File: src/rtl/core/sorted_lane_occupancy_list_unit_defines.svh
// Assertion macros for the sorted lane occupancy list unit.
// Used by the top level; expects clk and rst_n in scope.
`ifndef SORTED_LANE_OCCUPANCY_LIST_UNIT_DEFINES_SVH
`define SORTED_LANE_OCCUPANCY_LIST_UNIT_DEFINES_SVH

// Check that cons holds in the same cycle as ante.
`define SLO_CHECK_NOW(label, ante, cons, msg) \
    label: assert property (@(posedge clk) disable iff (!rst_n) (ante) |-> (cons)) \
        else $error(msg);

// Check that cons holds in the cycle after ante.
`define SLO_CHECK_NEXT(label, ante, cons, msg) \
    label: assert property (@(posedge clk) disable iff (!rst_n) (ante) |=> (cons)) \
        else $error(msg);

`endif

File: src/rtl/core/slo_pkg.sv
// Shared types and constants for the sorted lane occupancy list unit.
// No dependencies; imported by every module of the block but the entry RAM.
package slo_pkg;

    localparam int CAPACITY = 64;
    localparam int IDX_W    = $clog2(CAPACITY);
    localparam int CNT_W    = $clog2(CAPACITY + 1);
    localparam int ID_W     = 16;
    localparam int POS_W    = 16;
    localparam int OCC_W    = 7;

    localparam logic [POS_W-1:0] POS_MAX = '1;

    typedef enum logic [1:0] {
        MODE_INSERT  = 2'd0,
        MODE_REMOVE  = 2'd1,
        MODE_ADVANCE = 2'd2,
        MODE_QUERY   = 2'd3
    } mode_e;

    typedef enum logic [2:0] {
        ST_OK        = 3'd0,
        ST_DUP_HEAD  = 3'd1,
        ST_FULL      = 3'd2,
        ST_NOT_FOUND = 3'd3,
        ST_BLOCKED   = 3'd4
    } status_e;

    typedef struct packed {
        logic [1:0]       mode;
        logic [ID_W-1:0]  car_id;
        logic [POS_W-1:0] car_position;
    } req_t;

    typedef struct packed {
        logic [2:0]       status;
        logic             is_free;
        logic [POS_W-1:0] moved_position;
        logic [OCC_W-1:0] occupancy;
    } rsp_t;

    typedef struct packed {
        logic [ID_W-1:0]  vehicle;
        logic [POS_W-1:0] position;
    } entry_t;

    // Scan control from the sequencer to the scan unit
    typedef struct packed {
        logic             clear;
        logic             valid;
        logic [IDX_W-1:0] idx;
        logic [ID_W-1:0]  key_id;
        logic [POS_W-1:0] key_pos;
    } scan_ctl_t;

    // Findings of one pass over the table
    typedef struct packed {
        logic             head_less;
        logic             less_found;
        logic [IDX_W-1:0] last_less;
        logic             id_found;
        logic [IDX_W-1:0] id_idx;
        logic [POS_W-1:0] id_pos;
        logic             succ_valid;
        logic [POS_W-1:0] succ_pos;
        logic             pos_hit;
    } scan_res_t;

endpackage

File: src/rtl/core/slo_entry_ram.sv
// Generic simple dual-port RAM: one write port, one registered read port.
// No package dependency.
module slo_entry_ram #(
    parameter int  WIDTH = 32,
    parameter int  DEPTH = 64,
    localparam int AW    = $clog2(DEPTH)
) (
    input  logic             clk,
    input  logic             wr_en,
    input  logic [AW-1:0]    wr_addr,
    input  logic [WIDTH-1:0] wr_data,
    input  logic             rd_en,
    input  logic [AW-1:0]    rd_addr,
    output logic [WIDTH-1:0] rd_data
);

    logic [WIDTH-1:0] mem [DEPTH];

    always_ff @(posedge clk)
    begin
        if (wr_en)
        begin
            mem[wr_addr] <= wr_data;
        end
    end

    always_ff @(posedge clk)
    begin
        if (rd_en)
        begin
            rd_data <= mem[rd_addr];
        end
    end

endmodule

File: src/rtl/core/slo_scan.sv
// Scan unit: folds the entries read from the table into search findings.
// Depends on slo_pkg.
module slo_scan (
    input  logic              clk,
    input  logic              rst_n,
    input  slo_pkg::scan_ctl_t ctl,
    input  slo_pkg::entry_t   beat,
    output slo_pkg::scan_res_t res
);
    import slo_pkg::*;

    scan_res_t res_reg, res_next;
    logic      succ_pend_reg, succ_pend_next;

    always_comb
    begin
        res_next       = res_reg;
        succ_pend_next = succ_pend_reg;
        if (ctl.clear)
        begin
            res_next       = '0;
            succ_pend_next = 1'b0;
        end
        else if (ctl.valid)
        begin
            if (ctl.idx == '0)
            begin
                res_next.head_less = (ctl.key_pos < beat.position);
            end
            // entries arrive in ascending order, so the last hit wins
            if (beat.position < ctl.key_pos)
            begin
                res_next.less_found = 1'b1;
                res_next.last_less  = ctl.idx;
            end
            if (beat.position == ctl.key_pos)
            begin
                res_next.pos_hit = 1'b1;
            end
            // capture the entry right behind the first id match
            if (succ_pend_reg)
            begin
                res_next.succ_valid = 1'b1;
                res_next.succ_pos   = beat.position;
                succ_pend_next      = 1'b0;
            end
            if (!res_reg.id_found && (beat.vehicle == ctl.key_id))
            begin
                res_next.id_found = 1'b1;
                res_next.id_idx   = ctl.idx;
                res_next.id_pos   = beat.position;
                succ_pend_next    = 1'b1;
            end
        end
    end

    always_ff @(posedge clk or negedge rst_n)
    begin
        if (!rst_n)
        begin
            res_reg       <= '0;
            succ_pend_reg <= 1'b0;
        end
        else
        begin
            res_reg       <= res_next;
            succ_pend_reg <= succ_pend_next;
        end
    end

    assign res = res_reg;

endmodule

File: src/rtl/core/slo_seq.sv
// Sequencer: scans the entry RAM, decides each request, shifts and writes back.
// Depends on slo_pkg; drives slo_entry_ram and slo_scan.
module slo_seq (
    input  logic               clk,
    input  logic               rst_n,
    input  logic               req_valid,
    output logic               req_ready,
    input  slo_pkg::req_t      req_data,
    output logic               res_valid,
    output slo_pkg::rsp_t      res_data,
    input  logic               res_take,
    output logic               rd_en,
    output logic [slo_pkg::IDX_W-1:0] rd_addr,
    input  slo_pkg::entry_t    rd_data,
    output logic               wr_en,
    output logic [slo_pkg::IDX_W-1:0] wr_addr,
    output slo_pkg::entry_t    wr_data,
    output slo_pkg::scan_ctl_t scan_ctl,
    input  slo_pkg::scan_res_t scan_res
);
    import slo_pkg::*;

    typedef enum logic [7:0] {
        S_IDLE    = 8'b0000_0001,
        S_SCAN    = 8'b0000_0010,
        S_DRAIN   = 8'b0000_0100,
        S_DECIDE  = 8'b0000_1000,
        S_SHIFT   = 8'b0001_0000,
        S_SHDRAIN = 8'b0010_0000,
        S_WRITE   = 8'b0100_0000,
        S_RESULT  = 8'b1000_0000
    } state_t;

    state_t           state_reg, state_next;
    req_t             req_reg, req_next;
    logic [CNT_W-1:0] cnt_reg, cnt_next;
    logic [IDX_W-1:0] ptr_reg, ptr_next;
    logic [IDX_W-1:0] end_reg, end_next;
    logic [IDX_W-1:0] at_reg, at_next;
    logic             up_reg, up_next;
    entry_t           wr_entry_reg, wr_entry_next;
    status_e          status_reg, status_next;
    logic             free_reg, free_next;
    logic [POS_W-1:0] moved_reg, moved_next;
    logic             rd_valid_reg;
    logic [IDX_W-1:0] rd_idx_reg;

    logic [CNT_W-1:0] cnt_m1;
    logic [CNT_W-1:0] at_full;
    logic             scan_last;
    logic             insert_place;
    logic             table_full;
    logic [POS_W-1:0] pos_inc;
    logic             shift_wr;

    assign req_ready    = (state_reg == S_IDLE);
    assign rd_en        = (state_reg == S_SCAN) || (state_reg == S_SHIFT);
    assign rd_addr      = ptr_reg;
    assign cnt_m1       = cnt_reg - CNT_W'(1);
    assign scan_last    = (CNT_W'(ptr_reg) == cnt_m1);
    assign insert_place = (cnt_reg == '0) || scan_res.head_less || scan_res.less_found;
    assign table_full   = (cnt_reg >= CNT_W'(CAPACITY));
    assign at_full      = ((cnt_reg == '0) || scan_res.head_less) ? '0
                          : CNT_W'(scan_res.last_less) + CNT_W'(1);
    assign pos_inc      = scan_res.id_pos + POS_W'(1);
    assign shift_wr     = rd_valid_reg && ((state_reg == S_SHIFT) || (state_reg == S_SHDRAIN));

    assign scan_ctl.clear   = req_valid && req_ready;
    assign scan_ctl.valid   = rd_valid_reg && ((state_reg == S_SCAN) || (state_reg == S_DRAIN));
    assign scan_ctl.idx     = rd_idx_reg;
    assign scan_ctl.key_id  = req_reg.car_id;
    assign scan_ctl.key_pos = req_reg.car_position;

    // Write port: shift moves take priority; the final write lands afterwards
    always_comb
    begin
        wr_en   = 1'b0;
        wr_addr = at_reg;
        wr_data = wr_entry_reg;
        if (shift_wr)
        begin
            wr_en   = 1'b1;
            wr_addr = up_reg ? (rd_idx_reg + IDX_W'(1)) : (rd_idx_reg - IDX_W'(1));
            wr_data = rd_data;
        end
        else if (state_reg == S_WRITE)
        begin
            wr_en = 1'b1;
        end
    end

    always_comb
    begin
        state_next    = state_reg;
        req_next      = req_reg;
        cnt_next      = cnt_reg;
        ptr_next      = ptr_reg;
        end_next      = end_reg;
        at_next       = at_reg;
        up_next       = up_reg;
        wr_entry_next = wr_entry_reg;
        status_next   = status_reg;
        free_next     = free_reg;
        moved_next    = moved_reg;

        case (state_reg)
            S_IDLE:
            begin
                if (req_valid)
                begin
                    req_next    = req_data;
                    ptr_next    = '0;
                    status_next = ST_OK;
                    free_next   = 1'b0;
                    moved_next  = '0;
                    state_next  = (cnt_reg == '0) ? S_DECIDE : S_SCAN;
                end
            end
            S_SCAN:
            begin
                if (scan_last)
                begin
                    state_next = S_DRAIN;
                end
                else
                begin
                    ptr_next = ptr_reg + IDX_W'(1);
                end
            end
            S_DRAIN:
            begin
                state_next = S_DECIDE;
            end
            S_DECIDE:
            begin
                state_next = S_RESULT;
                case (req_reg.mode)
                    MODE_INSERT:
                    begin
                        if (!insert_place)
                        begin
                            status_next = ST_DUP_HEAD;
                        end
                        else if (table_full)
                        begin
                            status_next = ST_FULL;
                        end
                        else
                        begin
                            at_next       = at_full[IDX_W-1:0];
                            wr_entry_next = '{vehicle: req_reg.car_id,
                                              position: req_reg.car_position};
                            if (at_full < cnt_reg)
                            begin
                                up_next    = 1'b1;
                                ptr_next   = cnt_m1[IDX_W-1:0];
                                end_next   = at_full[IDX_W-1:0];
                                state_next = S_SHIFT;
                            end
                            else
                            begin
                                state_next = S_WRITE;
                            end
                        end
                    end
                    MODE_REMOVE:
                    begin
                        if (!scan_res.id_found)
                        begin
                            status_next = ST_NOT_FOUND;
                        end
                        else if ((CNT_W'(scan_res.id_idx) + CNT_W'(1)) < cnt_reg)
                        begin
                            up_next    = 1'b0;
                            ptr_next   = scan_res.id_idx + IDX_W'(1);
                            end_next   = cnt_m1[IDX_W-1:0];
                            state_next = S_SHIFT;
                        end
                        else
                        begin
                            cnt_next = cnt_m1;
                        end
                    end
                    MODE_ADVANCE:
                    begin
                        if (!scan_res.id_found)
                        begin
                            status_next = ST_NOT_FOUND;
                        end
                        else if ((scan_res.id_pos == POS_MAX) ||
                                 (scan_res.succ_valid && (scan_res.succ_pos == pos_inc)))
                        begin
                            status_next = ST_BLOCKED;
                            moved_next  = scan_res.id_pos;
                        end
                        else
                        begin
                            moved_next    = pos_inc;
                            at_next       = scan_res.id_idx;
                            wr_entry_next = '{vehicle: req_reg.car_id, position: pos_inc};
                            state_next    = S_WRITE;
                        end
                    end
                    MODE_QUERY:
                    begin
                        free_next = !scan_res.pos_hit;
                    end
                    default:
                    begin
                        state_next = S_RESULT;
                    end
                endcase
            end
            S_SHIFT:
            begin
                if (ptr_reg == end_reg)
                begin
                    state_next = S_SHDRAIN;
                end
                else
                begin
                    ptr_next = up_reg ? (ptr_reg - IDX_W'(1)) : (ptr_reg + IDX_W'(1));
                end
            end
            S_SHDRAIN:
            begin
                if (up_reg)
                begin
                    state_next = S_WRITE;
                end
                else
                begin
                    cnt_next   = cnt_m1;
                    state_next = S_RESULT;
                end
            end
            S_WRITE:
            begin
                if (req_reg.mode == MODE_INSERT)
                begin
                    cnt_next = cnt_reg + CNT_W'(1);
                end
                state_next = S_RESULT;
            end
            S_RESULT:
            begin
                if (res_take)
                begin
                    state_next = S_IDLE;
                end
            end
            default:
            begin
                state_next = S_IDLE;
            end
        endcase
    end

    always_ff @(posedge clk or negedge rst_n)
    begin
        if (!rst_n)
        begin
            state_reg    <= S_IDLE;
            cnt_reg      <= '0;
            rd_valid_reg <= 1'b0;
        end
        else
        begin
            state_reg    <= state_next;
            cnt_reg      <= cnt_next;
            rd_valid_reg <= rd_en;
        end
    end

    always_ff @(posedge clk)
    begin
        req_reg      <= req_next;
        ptr_reg      <= ptr_next;
        end_reg      <= end_next;
        at_reg       <= at_next;
        up_reg       <= up_next;
        wr_entry_reg <= wr_entry_next;
        status_reg   <= status_next;
        free_reg     <= free_next;
        moved_reg    <= moved_next;
        rd_idx_reg   <= rd_addr;
    end

    assign res_valid               = (state_reg == S_RESULT);
    assign res_data.status         = status_reg;
    assign res_data.is_free        = free_reg;
    assign res_data.moved_position = moved_reg;
    assign res_data.occupancy      = OCC_W'(cnt_reg);

endmodule

File: src/rtl/core/sorted_lane_occupancy_list_unit.sv
// Sorted lane occupancy list unit: top level with the response register.
// Depends on slo_pkg, slo_entry_ram, slo_scan, slo_seq and the defines header.
//
// Keeps up to CAPACITY vehicles (id, position) in one entry RAM, ordered by
// position from slot 0 (head) to the tail, and answers one request per word:
// insert, remove by id, advance by id, or ask whether a position is free.
// Every request returns exactly one response word carrying a status, the
// free flag, the position after an advance and the occupancy afterwards.
// All requests go through the RAM's single read port: a pass over the n
// live entries (one per cycle), then for insert and remove a shift pass over
// the m entries behind the affected slot (one per cycle), before an insert's write.
// A full output register holds the sequencer in its result state until it drains.
// Responses are held in an output register, so a new request is taken while
// the previous response still waits downstream. No clearing pass is needed:
// only slots below the count are ever read.
`include "sorted_lane_occupancy_list_unit_defines.svh"

module sorted_lane_occupancy_list_unit (
    input  logic          clk,
    input  logic          rst_n,
    input  logic          req_valid,
    output logic          req_ready,
    input  slo_pkg::req_t req_data,
    output logic          rsp_valid,
    input  logic          rsp_ready,
    output slo_pkg::rsp_t rsp_data
);
    import slo_pkg::*;

    logic             rd_en;
    logic [IDX_W-1:0] rd_addr;
    entry_t           rd_data;
    logic             wr_en;
    logic [IDX_W-1:0] wr_addr;
    entry_t           wr_data;
    scan_ctl_t        scan_ctl;
    scan_res_t        scan_res;
    logic             res_valid;
    rsp_t             res_data;
    logic             res_take;

    logic             rsp_valid_reg, rsp_valid_next;
    rsp_t             rsp_reg;

    // Entry store: vehicle id and position per slot
    slo_entry_ram #(
        .WIDTH ($bits(entry_t)),
        .DEPTH (CAPACITY)
    ) u_ram (
        .clk     (clk),
        .wr_en   (wr_en),
        .wr_addr (wr_addr),
        .wr_data (wr_data),
        .rd_en   (rd_en),
        .rd_addr (rd_addr),
        .rd_data (rd_data)
    );

    // Fold each scanned entry into the search findings
    slo_scan u_scan (
        .clk   (clk),
        .rst_n (rst_n),
        .ctl   (scan_ctl),
        .beat  (rd_data),
        .res   (scan_res)
    );

    // Request sequencing: scan, decide, shift, write back
    slo_seq u_seq (
        .clk       (clk),
        .rst_n     (rst_n),
        .req_valid (req_valid),
        .req_ready (req_ready),
        .req_data  (req_data),
        .res_valid (res_valid),
        .res_data  (res_data),
        .res_take  (res_take),
        .rd_en     (rd_en),
        .rd_addr   (rd_addr),
        .rd_data   (rd_data),
        .wr_en     (wr_en),
        .wr_addr   (wr_addr),
        .wr_data   (wr_data),
        .scan_ctl  (scan_ctl),
        .scan_res  (scan_res)
    );

    // Load a finished response whenever the output register is empty or
    // is being drained in this cycle; otherwise hold the sequencer.
    assign res_take = !rsp_valid_reg || rsp_ready;

    always_comb
    begin
        rsp_valid_next = rsp_valid_reg;
        if (res_valid && res_take)
        begin
            rsp_valid_next = 1'b1;
        end
        else if (rsp_ready)
        begin
            rsp_valid_next = 1'b0;
        end
    end

    always_ff @(posedge clk or negedge rst_n)
    begin
        if (!rst_n)
        begin
            rsp_valid_reg <= 1'b0;
        end
        else
        begin
            rsp_valid_reg <= rsp_valid_next;
        end
    end

    always_ff @(posedge clk)
    begin
        if (res_valid && res_take)
        begin
            rsp_reg <= res_data;
        end
    end

    assign rsp_valid = rsp_valid_reg;
    assign rsp_data  = rsp_reg;

    // The sequencer leaves idle straight after taking a request
    `SLO_CHECK_NEXT(a_busy_after_accept, req_valid && req_ready, !req_ready,
        "sequencer still idle after accepting a request")

    // A response handed over lands unchanged in the output register
    `SLO_CHECK_NEXT(a_result_lands, res_valid && res_take,
        rsp_valid && (rsp_data == $past(res_data)),
        "response lost on its way to the output register")

    // A free flag only ever comes with a clean status and no movement
    `SLO_CHECK_NOW(a_free_is_clean, res_valid && res_data.is_free,
        (res_data.status == ST_OK) && (res_data.moved_position == '0),
        "free flag raised on a response that is not a clean query")

endmodule
File: config.mk
export PLATFORM = sky130hd
export DESIGN_NAME = sorted_lane_occupancy_list_unit
export DESIGN_NICKNAME = d
export VERILOG_FILES = /design/src/rtl/core/slo_pkg.sv /design/src/rtl/core/slo_entry_ram.sv /design/src/rtl/core/slo_scan.sv /design/src/rtl/core/slo_seq.sv /design/src/rtl/core/sorted_lane_occupancy_list_unit.sv
export VERILOG_INCLUDE_DIRS = /design/src /design/src/rtl/core
export SDC_FILE = /design/constraint.sdc
export NUM_CORES = 2
export LEC_CHECK = 0
export BUFFER_PORTS_ARGS = -buffer_cell sky130_fd_sc_hd__buf_2
export CAP_MARGIN = 40
export CORE_MARGIN = 2
export CORE_UTILIZATION = 25
export CTS_CLUSTER_SIZE = 25
export DETAILED_ROUTE_END_ITERATION = 12
export GPL_TIMING_DRIVEN = 0
export PLACE_DENSITY_LB_ADDON = 0.3
export SLEW_MARGIN = 20
export SYNTH_ARGS = -nofsm -noshare
export SYNTH_HDL_FRONTEND = slang
export SYNTH_SLANG_ARGS = --single-unit
export TNS_END_PERCENT = 50
File: constraint.sdc
create_clock -name clk -period 6.9 [get_ports clk]
set_clock_uncertainty 0.2 [all_clocks]
set_input_delay 0.69 -clock clk [delete_from_list [all_inputs] [get_ports clk]]
set_output_delay 0.69 -clock clk [all_outputs]
set_load 0.05 [all_outputs]
# Word level (Yosys, flattened, before mapping)
# Memory sizes are Yosys's and may differ from the RTL's. A register that Yosys moved wholly into a read port is not among the register bits.
# Index checks and enable logic that the tools add are counted.
[totals]
word_cells = 229
n_memories = 1
in_bits = 38
output_inout_bits = 29
register_bits = 205
mem_bits_rw = 2048
[mem_list]
columns = ["memory", "depth", "word_bits", "rd", "rd_clocked_by_memory_dff", "wr", "line_no", "source"]
rows = [
  ["u_ram.mem", 64, 32, 1, 1, 1, "slo_entry_ram.sv:17", "logic [WIDTH-1:0] mem [DEPTH];"],
]
[classes]
reduce_logical = 45
muxes = 90
n_eq_ne = 47
magnitude_cmp = 5
n_addsub = 10
[ops]
columns = ["operator", "count"]
rows = [
  ["$mux 32", 5],
  ["$mux 6", 20],
  ["$mux 49", 2],
  ["$mux 8", 11],
  ["$mux 16", 4],
  ["$pmux 32 s2", 1],
  ["$pmux 8 s8", 1],
  ["$mux 7", 8],
  ["$eq 16x16->1", 3],
  ["$pmux 6 s2", 3],
  ["$lt 16x16->1", 2],
  ["$pmux 16 s2", 1],
  ["$ne 2x2->1 const B", 14],
  ["$pmux 6 s4", 1],
  ["$pmux 8 s3", 1],
  ["$mux 23", 1],
  ["$pmux 7 s3", 1],
  ["$reduce_bool 2->1", 10],
  ["$add 6x1->6 const B", 3],
  ["$mux 1", 18],
  ["$mux 3", 6],
  ["$reduce_and 6->1", 3],
  ["$mux 17", 1],
  ["$add 16x1->16 const B", 1],
  ["42 further kinds", 76],
]

# Longest topological paths before layout
[depth]
ltp_word = 9
mapped_depth = 13
ltp_nobuf = 13

# Cells and area by module
# A second synthesis with hierarchy kept.
[hier_totals]
hier_cells = 4564
hier_area_um2 = 90743.3
[by_module_without_submodules]
columns = ["mod", "area_each_um2", "cells_per_inst", "instances"]
rows = [
  ["slo_entry_ram", 79359.9, 3511, 1],
  ["slo_seq", 7898.8, 753, 1],
  ["slo_scan", 2620.0, 269, 1],
  ["sorted_lane_occupancy_list_unit", 864.6, 31, 1],
]

# Worst setup path before layout
# OpenSTA, ideal clock, no wires.
[synth_timing]
kind = "flip-flop to flip-flop"
start = "register u_seq.state_reg[1]"
end = "memory u_ram.mem[0][1], data pin"
required_ns = 5.998
slack_ns = 1.256
arrival_time_ns = 4.742
path_stages_with_launch = 8
path_buffers = 3
period_less_slack_ns = 5.644
cell_sequence = "dfrtp_1 or4_1 nor3_1 nand3_1 clkbuf_1 clkbuf_1 clkbuf_1 o21ai_0"
[synth_via]
elab_chain_len = 4
word_cells_on_any_way = 5
[synth_lines]
columns = ["element", "line_no", "source"]
rows = [
  ["start, declared", "slo_seq.sv:34", "state_t state_reg, state_next;"],
  ["start signal, assigned", "slo_seq.sv:269", "state_reg <= state_next;"],
  ["$eq 8x5->1 or $eq 8x6->1 (tied branches)", "slo_seq.sv:66", "assign shift_wr = rd_valid_reg && ((state_reg == S_SHIFT) || (state_reg == S_SHDRAIN));"],
  ["$logic_or 1x1->1 *", "slo_seq.sv:66", ""],
  ["$logic_and 1x1->1 *", "slo_seq.sv:66", ""],
  ["$mux 32 *", "slo_seq.sv:80", "if (shift_wr)"],
  ["via u_ram.wr_data[1]", "slo_entry_ram.sv:11", "input logic [WIDTH-1:0] wr_data,"],
  ["end, declared", "slo_entry_ram.sv:17", ""],
]
# The timed path passes the listed nets; every way through them passes the cells marked *.

==> qor.yml <==
grt:
  grt_pass1_vias: 44800
  antenna_found_initial: 25
  grt_overflow: 0
  grt_start_max_net_pins: 65
  track_usage_pct: 14.1
  grt_pass1_wl_microns: 361000
logic_synthesis:
  ys_types: 80
  synthMuxAreaShare_pct: 17.3
  syn_nets: 4133
  synth_cells: 4051
  synthXorXnorAreaFrac_pct: 0.851
  synth_area_leaders: "edfxtp_1 (74%), mux4_2 (17%), dfrtp_1 (1.8%)"
  synthSimpleGateAreaFrac_pct: 2.30
  netlist_area_sq_mm: 0.0896
  synth_top_area_share_pct: 74.1
  yosysTopAreaCell: "edfxtp_1"
  synthArstFlopShare_pct: 2.93
  ys_warn_count: 0
  yosysSeqAreaShare_pct: 76.1
  synth_compound_area_share_pct: 1.65
  synth_edf_count: 2212
  synthAdderAreaFrac_pct: 0.623
  ys.flop_type: "edfxtp_1"
  synth_top_family_by_area: "multiplexers"
  syn_avg_cell_area_sq_um: 22.1
  yosys_register_bits: 2285
sta:
  fin_crit_sh_pct: 69.8
  finalHoldViolations: 0
  period_needed_ns: 4.81
  hold_ws_ns: 0.107
  tightestPinTransition_ns: 0.876
  setup_tns_ns: 0
  maxSlewViolCount: 0
  max_slew_margin_pct: 41.6
  rsz0062_at_grt: "no"
  setup_viol: 0
  timing.fmax_mhz: 208
floorplanning:
  die_w_microns: 603
  fp.dieH_microns: 603
  rows: 219
  initial_utilization_pct: 25.1
  io_pins: 67
  dieArea_sq_mm: 0.363
  coreArea_sq_mm: 0.356
cells_and_area:
  largest_reg_flops: 2048
  drive_gt1_share_pct: 31.2
  syn_to_final_growth_pct: 22.0
  final_nets: 4723
  fin_cells: 9591
  design_area_sq_mm: 0.109
worst_setup_path:
  slowest_delay_ns: 0.60
  critPathTopFamily: "buffers and inverters"
  cpMaxStageDelayCell: "mux4_2"
  cp_num_buf_inv: 4
  path_cells: "clkbuf_1 -> buf_2 -> buf_2 -> buf_2 -> mux4_2 -> mux4_2 -> mux4_2"
  critPathCaptureType: "flop"
  reg2regPathDepth: 7
  cp_max_fo: 10
  worstPathArrival_ns: 5.16
  timing_worst_setup_path_type: "flop to flop"
  crit_path_start_kind: "flop"
  worst_ep_required_time_ns: 7.24
  cp.depth: 7
drt:
  firstDrtPassIters: 5
  num_vias: 44400
  drcViolationCount: 0
  wl_microns: 260000
  first_iter_violations: 5066
  ant_nets: 0
  vias_per_cell: 4.63
  wire_per_inst_microns: 27.1
cts:
  clk_path_buf_depth: 4
  cts-buffers-inserted: 238
  clk_pin_slew_ns: 0.06
  clock_latency_ns: 0.92
  h-tree-depth: 4
  cts_sinks: 2285
  cts_resized: 0
  tritoncts: "built"
  cts.root.buffer_cell: "clkbuf_16"
placement:
  dp_hpwl_microns: 189000
  placedCellCount: 9105
  gp_congestion: 0.831
  io_buffers: 66
  dpl_cell_area_sq_mm: 0.101
power_and_ir_drop:
  vdd_drop_max_v: 0.000270
  cellPowerDensity_mw_per_mm2: 373
  leakagePower_nw: 33.9
run_status:
  status: "completed"
job:
  maxCapViolCount: 0
hold_path:
  min_path_type: "primary input to async pin"
[cells in the final DEF, fill, tap and decap left out, types with 13 or more instances in the layout]
| master | synthesis | final |
|---|---|---|
| nor2_1 | 132 | 67 |
| nand2_1 | 157 | 157 |
| edfxtp_1 | 2212 | 2212 |
| nor2_4 | 1 | 66 |
| o21ai_4 | 0 | 15 |
| buf_16 | 0 | 92 |
| xnor2_1 | 44 | 44 |
| clkbuf_2 | 0 | 23 |
| buf_6 | 5 | 67 |
| dfrtp_1 | 66 | 66 |
| buf_2 | 20 | 99 |
| o31ai_1 | 17 | 17 |
| a21oi_1 | 50 | 50 |
| xor2_1 | 38 | 38 |
| clkbuf_16 | 0 | 239 |
| diode_2 | 0 | 22 |
| buf_12 | 0 | 60 |
| nand3_1 | 29 | 29 |
| clkinv_2 | 0 | 42 |
| buf_8 | 0 | 32 |
| ha_1 | 43 | 43 |
| bufinv_16 | 0 | 20 |
| nand4_1 | 18 | 18 |
| o21ai_0 | 89 | 73 |
| clkinv_1 | 1 | 48 |
| nor3_1 | 19 | 18 |
| clkbuf_1 | 135 | 157 |
| nor4_1 | 13 | 13 |
| mux4_2 | 672 | 672 |
| dlygate4sd3_1 | 0 | 36 |
| buf_1 | 50 | 37 |
| inv_1 | 49 | 48 |
[kinds of logic (layout without fill, tap and decap cells)]
group                      Yosys count  after routing
other                                0             22
muxes                              705            705
adders and majority gates           44             44
xor gates and xnor gates            84             84
DFF                               2285           2285
AOI/OAI and AO/OA                  234            234
and+or+nand+nor                    436            436
buffers and inverters              263           1030
[worst reg2reg max path, cell delays in order, from the launching register on]
cell and delay (ns):
edfxtp_1 0.39, clkbuf_1 0.41, buf_2 0.60, buf_2 0.60
buf_2 0.56, mux4_2 0.61, mux4_2 0.57, mux4_2 0.60
[final cells by class]
class                   instances  area [sq um]
diodes                         22          55.1
multi-input cells            1503         21100
well taps                    4751          5940
inverters                      50           188
repair buffers                350          5620
plain buffers                 213           922
flip-flops and latches       2285         68200
clock inverters               132          1180
fillers                     34100        247000
clock buffers                 285          6150
[what timing repair did]
action,in CTS,in global routing
hold buffers,36,0
buffers inserted,0,0
endpoints found under the hold margin,102,0
[stage by stage]
stage	util, %	power (W)	setup slack, ns
after floorplan	-	0.0230	1.26
after global placement	26.9	0.0281	-5.27
after detailed placement	28.5	0.0288	2.08
after CTS	30.6	0.0412	2.05
after global routing	30.7	0.0421	1.86
final	30.7	0.0408	2.09
[per-layer routing]
| layer | track usage [%] | part of all wire [%] |
|---|---|---|
| met5 | 0 | 0.0081 |
| met4 | 4.18 | 3.1 |
| met3 | 2.18 | 6.5 |
| met2 | 23.3 | 48 |
| met1 | 19.1 | 42 |
[synth_stat cells, types with 8 or more instances]
library cell / instances
edfxtp_1: 2212
clkbuf_1: 135
xnor2_1: 44
nor3_1: 19
nand2_1: 157
o21ai_1: 8
ha_1: 43
xor2_1: 38
nor2_1: 132
nand3_1: 29
dfrtp_1: 66
or3_1: 12
mux4_2: 672
o21a_1: 9
a21oi_1: 50
inv_1: 49
o21ai_0: 89
mux2i_1: 11
buf_1: 50
mux2_2: 22
nand4_1: 18
buf_2: 20
a21o_1: 8
o31ai_1: 17
nor4_1: 13
[power breakdown]
group	total, W	internal [W]	switching [W]
sequential	0.0158	0.0156	0.000251
combinational	0.0126	0.00531	0.00729
clock	0.0124	0.00705	0.00532
[path summary, 6_finish.rpt]
check | start | endpoint | slack (ns)
max | u_seq.rd_addr[0] | u_ram.rd_data[15] | 2.09
min | rst_n | u_seq.cnt_reg[6] | 0.11
max reg2reg | u_seq.rd_addr[0] | u_ram.rd_data[15] | 2.09
min reg2reg | u_seq.rd_addr[3] | u_seq.rd_idx_reg[3] | 0.17
max in group asynchronous | rst_n | u_scan.res[42] | 5.84
min in group clk | rsp_ready | rsp_valid | 0.12
(Power assumes the default switching activity.)
